[src/pcm_pkg.sv]
// Shared types, constants and helpers for the pixel color matrix block.
// No dependencies; every module of the block imports this package.
package pcm_pkg;

  // Coefficient format: signed, CoefFracBits fraction bits
  localparam int CoefFracBits = 8;
  localparam int CoefWidth    = 16;
  localparam int Channels     = 4;

  // Unpremultiplied channel value, Q.16 with 1.0 = 65536
  localparam int UnitWidth    = 17;
  typedef logic [UnitWidth-1:0] unit_t;
  localparam unit_t UnitOne   = unit_t'(65536);

  // One matrix row or the bias word: four signed slots (r, g, b, a)
  typedef logic [Channels-1:0][CoefWidth-1:0] row_t;

  // Datapath widths
  localparam int ProdWidth    = CoefWidth + UnitWidth + 1;
  localparam int AccWidth     = ProdWidth + 3;
  localparam logic signed [AccWidth-1:0] RoundHalf =
    AccWidth'(64'd1 << (CoefFracBits - 1));
  localparam logic signed [AccWidth-1:0] AccTop =
    AccWidth'(64'd1 << (CoefFracBits + 16));

  // Pipeline depth
  localparam int DivStages    = 16;
  localparam int MacStages    = 3;
  localparam int LineDepth    = DivStages + MacStages + 1;
  localparam int Latency      = LineDepth + 1;

  // Configuration register indexes
  localparam int CfgIdxWidth  = 3;
  localparam int CfgDataWidth = 64;
  typedef enum logic [CfgIdxWidth-1:0] {
    RegRedRow   = 3'd0,
    RegGreenRow = 3'd1,
    RegBlueRow  = 3'd2,
    RegAlphaRow = 3'd3,
    RegBias     = 3'd4,
    RegAlphaOnly = 3'd5
  } cfg_reg_e;

  // Row with 1.0 on diagonal slot diag and zero elsewhere
  function automatic row_t ident_row(input int diag);
    row_t r;
    r = '0;
    r[diag] = CoefWidth'(64'd1 << CoefFracBits);
    return r;
  endfunction

endpackage

[src/pcm_div.sv]
// Pipelined restoring divider: u = floor((num*65536 + den/2) / den), saturated at 1.0.
// One quotient bit per stage; depends on pcm_pkg.
module pcm_div (
  input  logic          clk_i,
  input  logic [7:0]    num_i,
  input  logic [7:0]    den_i,
  output pcm_pkg::unit_t quo_o
);
  import pcm_pkg::*;

  logic [7:0]  rem_q  [DivStages];
  logic [15:0] low_q  [DivStages];
  logic [15:0] quo_q  [DivStages];
  logic [7:0]  den_q  [DivStages];
  logic        zero_q [DivStages];
  logic        sat_q  [DivStages];

  for (genvar k = 0; k < DivStages; k++) begin : g_stage
    logic [7:0]  rem_s;
    logic [15:0] low_s;
    logic [15:0] quo_s;
    logic [7:0]  den_s;
    logic        zero_s;
    logic        sat_s;
    logic [8:0]  trial;

    if (k == 0) begin : g_first
      // start with the color as the partial remainder, half the divisor below it
      assign zero_s = (den_i == 8'd0);
      assign sat_s  = (num_i >= den_i);
      assign rem_s  = sat_s ? 8'd0 : num_i;
      assign low_s  = 16'(den_i[7:1]);
      assign quo_s  = '0;
      assign den_s  = den_i;
    end else begin : g_next
      assign zero_s = zero_q[k-1];
      assign sat_s  = sat_q[k-1];
      assign rem_s  = rem_q[k-1];
      assign low_s  = low_q[k-1];
      assign quo_s  = quo_q[k-1];
      assign den_s  = den_q[k-1];
    end

    assign trial = {rem_s, low_s[15]};

    // shift in one dividend bit, subtract when it fits
    always_ff @(posedge clk_i) begin
      den_q[k]  <= den_s;
      zero_q[k] <= zero_s;
      sat_q[k]  <= sat_s;
      low_q[k]  <= {low_s[14:0], 1'b0};
      if (trial >= {1'b0, den_s}) begin
        rem_q[k] <= 8'(trial - {1'b0, den_s});
        quo_q[k] <= {quo_s[14:0], 1'b1};
      end else begin
        rem_q[k] <= trial[7:0];
        quo_q[k] <= {quo_s[14:0], 1'b0};
      end
    end
  end

  // zero alpha gives zero, color at or above alpha saturates
  always_comb begin
    if (zero_q[DivStages-1]) begin
      quo_o = '0;
    end else if (sat_q[DivStages-1]) begin
      quo_o = UnitOne;
    end else begin
      quo_o = unit_t'(quo_q[DivStages-1]);
    end
  end

endmodule

[config.mk]
export PLATFORM = sky130hd
export DESIGN_NAME = pcm_div
export DESIGN_NICKNAME = d
export VERILOG_FILES = /design/src/pcm_pkg.sv /design/src/pcm_div.sv
export SDC_FILE = /design/constraint.sdc
export NUM_CORES = 1
export LEC_CHECK = 0
export BUFFER_PORTS_ARGS = -buffer_cell sky130_fd_sc_hd__buf_2
export CELL_PAD_IN_SITES_DETAIL_PLACEMENT = 0
export CELL_PAD_IN_SITES_GLOBAL_PLACEMENT = 2
export CORE_AREA = 2 2 209 211
export DETAILED_ROUTE_END_ITERATION = 10
export DIE_AREA = 0 0 211 213
export HOLD_SLACK_MARGIN = 0.12
export MAX_ROUTING_LAYER = met4
export PLACE_DENSITY = 0.87
export SLEW_MARGIN = 20
export SYNTH_ARGS = -nofsm -noshare
export SYNTH_HDL_FRONTEND = slang
export SYNTH_SLANG_ARGS = --single-unit
[constraint.sdc]
create_clock -name clk_i -period 9.13 [get_ports clk_i]
set_clock_uncertainty 0.1 [all_clocks]
set_input_delay 1.3695 -clock clk_i [delete_from_list [all_inputs] [get_ports clk_i]]
set_output_delay 1.3695 -clock clk_i [all_outputs]
set_load 0.005 [all_outputs]
==> flow_summary.ini <==
[run_status]
status = finished, final reports clean

[cells_and_area]
num_antenna_cells = 0
area_growth_pct = 13.2
filler_cell_count = 4077
layout_common_cells = 408 x dfxtp_1, 192 x inv_1, 141 x nor2_1
nets = 1939
final_common_cell = dfxtp_1
stdcell_area_sq_um = 19100
drive_above_1_share_pct = 9.09

[clocking]
post-cts-setup-buffer-count = 0
insertion_delay_ps = 560
holdBufCountCts = 0
cts_max_level = 2
cts_root_buf = clkbuf_16
clockBufferDepth = 3
cts_buffers = 44
cts_resized = 0
tritoncts = built
cts.clk_slew.worst_paths_ps = 60
cts_sinks = 408

[sta]
min_period_ps = 4460
worst_slew_pin_slew_ps = 691
hold_viol = 0
relSlewSlack_pct = 53.8
timing_max_transition_violations_final = 0
rsz0062_at_grt = false
timing.fmax_mhz = 224
setup_viol = 0
finalCritPeriodShare_pct = 48.8
setup_tns_ps = 0

[grt]
overflow = 0
grt.total_usage_pct = 15.9
grt_pass1_vias = 11500
grt_antenna_before_repair = 1
grt_max_degree = 17
grt_pass1_wl_um = 56400

[hold_path]
holdPathEnd = quo_q[0][114]$_DFF_P_
holdCritStartpoint = quo_q[0][97]$_DFF_P_
hold_depth = 0
hold_path.class = flip-flop to flip-flop

[setup_path]
ff2ff_path_depth = 8
worstSetupPathType = input port to flip-flop
crit_path_end_kind = flip-flop
critPathTopFamily = compound AO/OA/AOI/OAI gates
rr_startpoint = den_q[9][1]$_DFF_P_
cp.arrival_ps = 4850
crit_required_ps = 9520
path_common_cell = o31a_1
crit_slowest_cell = o31a_1
crit_buf_inv = 3
cp-start-kind = input port
crit_fanout = 9
regToRegSetupSlack_ps = 6510
r2r-end = rem_q[1][18]$_DFF_P_
cp_slowest_stage_delay_ps = 370
crit_chain = buf_2, inv_1, ha_1, nand2b_1, a21o_1, a211o_1, a21oi_2, nand2_1, inv_1, ha_1, nor2b_1, o31a_1, o31a_1, o31a_1, nor3b_2, o2bb2ai_1

[synthesis]
synth_nets = 1886
yosysWarnings = 0
synth-edff-count = 0
synth_seq_area_share_pct = 48.4
yosysTopAreaCell = dfxtp_1
yosysUniqueCellTypes = 49
netlist_instances = 1718
synthAdderAreaFrac_pct = 11.9
synth_area_leaders = dfxtp_1 48%, ha_1 10%, inv_1 4.3%
ys.flop_type = dfxtp_1
syn_area_sq_um = 16900
synth_top_family_by_area = compound AO/OA/AOI/OAI gates
async_flop_share_pct = 0
syn-mean-instance-area_sq_um = 9.82
synthDominantCellAreaShare_pct = 48.4
synthSimpleGateAreaFrac_pct = 14.1
synthXorXnorAreaFrac_pct = 1.09
synthMuxAreaShare_pct = 3.54
synth_compound_area_share_pct = 16.2
ys_ff_latch = 408

[floorplan]
die-area_sq_um = 44900
row_count = 76
initial_core_util_pct = 39.5
fp.dieW_um = 211
coreArea_sq_um = 42700
ios = 34
die_height_um = 213

[pwr]
leakage_uw = 0.00855
ir_drop_v = 0.000138
powerDensity_nw_per_um2 = 384

[detailed_routing]
wl_per_cell_um = 14.3
drt_iter0_drc = 448
vias = 11700
drc = 0
dr.pass1.iters = 5
via_per_inst = 4.98
postRouteAntennaNets = 0
routed_wl_um = 33700

[place]
portBuffers = 33
dpl.hpwl_um = 25500
place_congestion = 0.814
post_dp_cell_area_sq_um = 17600

[flow_run]
cap_violations = 0
-- registers in the layout (all words and copies together) (netlist names) --
register,flops
rem_q,120
sat_q,16
den_q,112
zero_q,16
low_q,8
quo_q,136
-- power by group --
group	total, uW	internal [uW]	switching (uW)
logic	2890	1300	1600
clock network	1780	1080	702
registers	2650	2380	273
-- layer usage --
layer	vias to the layer above	wire length (um)	GRT usage [%]
met5	-	0	-
met2	156	15500	26.0
met3	56	1040	2.53
met4	0	807	5.29
li1	6077	-	-
met1	5415	16300	20.1
-- cell usage after synthesis (14+ instances only) --
library cell  instances
a21boi_0             14
a21o_1               30
a21oi_1              63
a22o_1               14
a31oi_1              17
and2_1               21
clkbuf_1             26
dfxtp_1             408
fa_1                 15
ha_1                136
inv_1               192
mux2_2               30
mux2i_1              26
nand2_1              89
nand2b_1             15
nand3_1              33
nand4_1              18
nor2_1              141
nor2b_1              39
nor3_1               49
o21a_1               52
o21ai_0              73
o31a_1               26
o31ai_1              32
or3_1                25
xnor2_1              19
-- cells by family after synthesis --
family / count (synthesis)
AND/OR/NAND/NOR: 480
flip-flops: 408
AO/OA/AOI/OAI: 384
buffers and inverters: 218
adder cells (fa/ha/maj): 151
multiplexers: 56
XOR/XNOR: 21
-- final cells by class --
class / count / area (sq um) / share of cell area (%)
flip-flops and latches: 408 / 8170 / 42.7
clock inverters: 21 / 264 / 1.38
well taps: 546 / 683 / 3.58
repair buffers: 33 / 165 / 0.864
clock buffers: 58 / 1210 / 6.35
inverters: 192 / 721 / 3.77
multi-input cells: 1092 / 7890 / 41.3
-- stage by stage --
| step | util, % | instances | setup slack (ps) | power [uW] | hold slack, ps |
|---|---|---|---|---|---|
| floorplan | - | 1718 | 4690 | 4910 | 210 |
| global route | 44.8 | 2350 | 4470 | 7930 | 219 |
| CTS | 44.8 | 2350 | 4740 | 7410 | 209 |
| detailed placement | 41.3 | 2271 | 4150 | 5580 | 212 |
| finish | 44.8 | 2350 | 4670 | 7330 | 215 |
| global placement | 41.3 | 2271 | 4170 | 5550 | 210 |
-- how the worst max path moves through the flow --
| stage | slack [ps] | start | depth (start not counted) | endpoint |
|---|---|---|---|---|
| final | 4670 | num_i[0] | 16 | rem_q[0][4]$_DFF_P_ |
| after global routing | 4470 | num_i[0] | 16 | rem_q[0][1]$_DFF_P_ |
| after CTS | 4740 | num_i[0] | 16 | rem_q[0][4]$_DFF_P_ |
| after detailed placement | 4150 | num_i[0] | 16 | rem_q[0][1]$_DFF_P_ |
| after global placement | 4170 | num_i[0] | 16 | rem_q[0][5]$_DFF_P_ |
| after floorplan | 4690 | num_i[0] | 15 | rem_q[0][3]$_DFF_P_ |
-- worst reg2reg max path, cell delays in order, from the launching register on --
cell and delay, ps:
dfxtp_1 370, inv_1 60, ha_1 310, nor2b_1 150, o31a_1 270, o21ai_2 180, nand2b_2 130, a221oi_4 530
mux2_2 400
No activity file was read; power rests on OpenSTA's default activity.
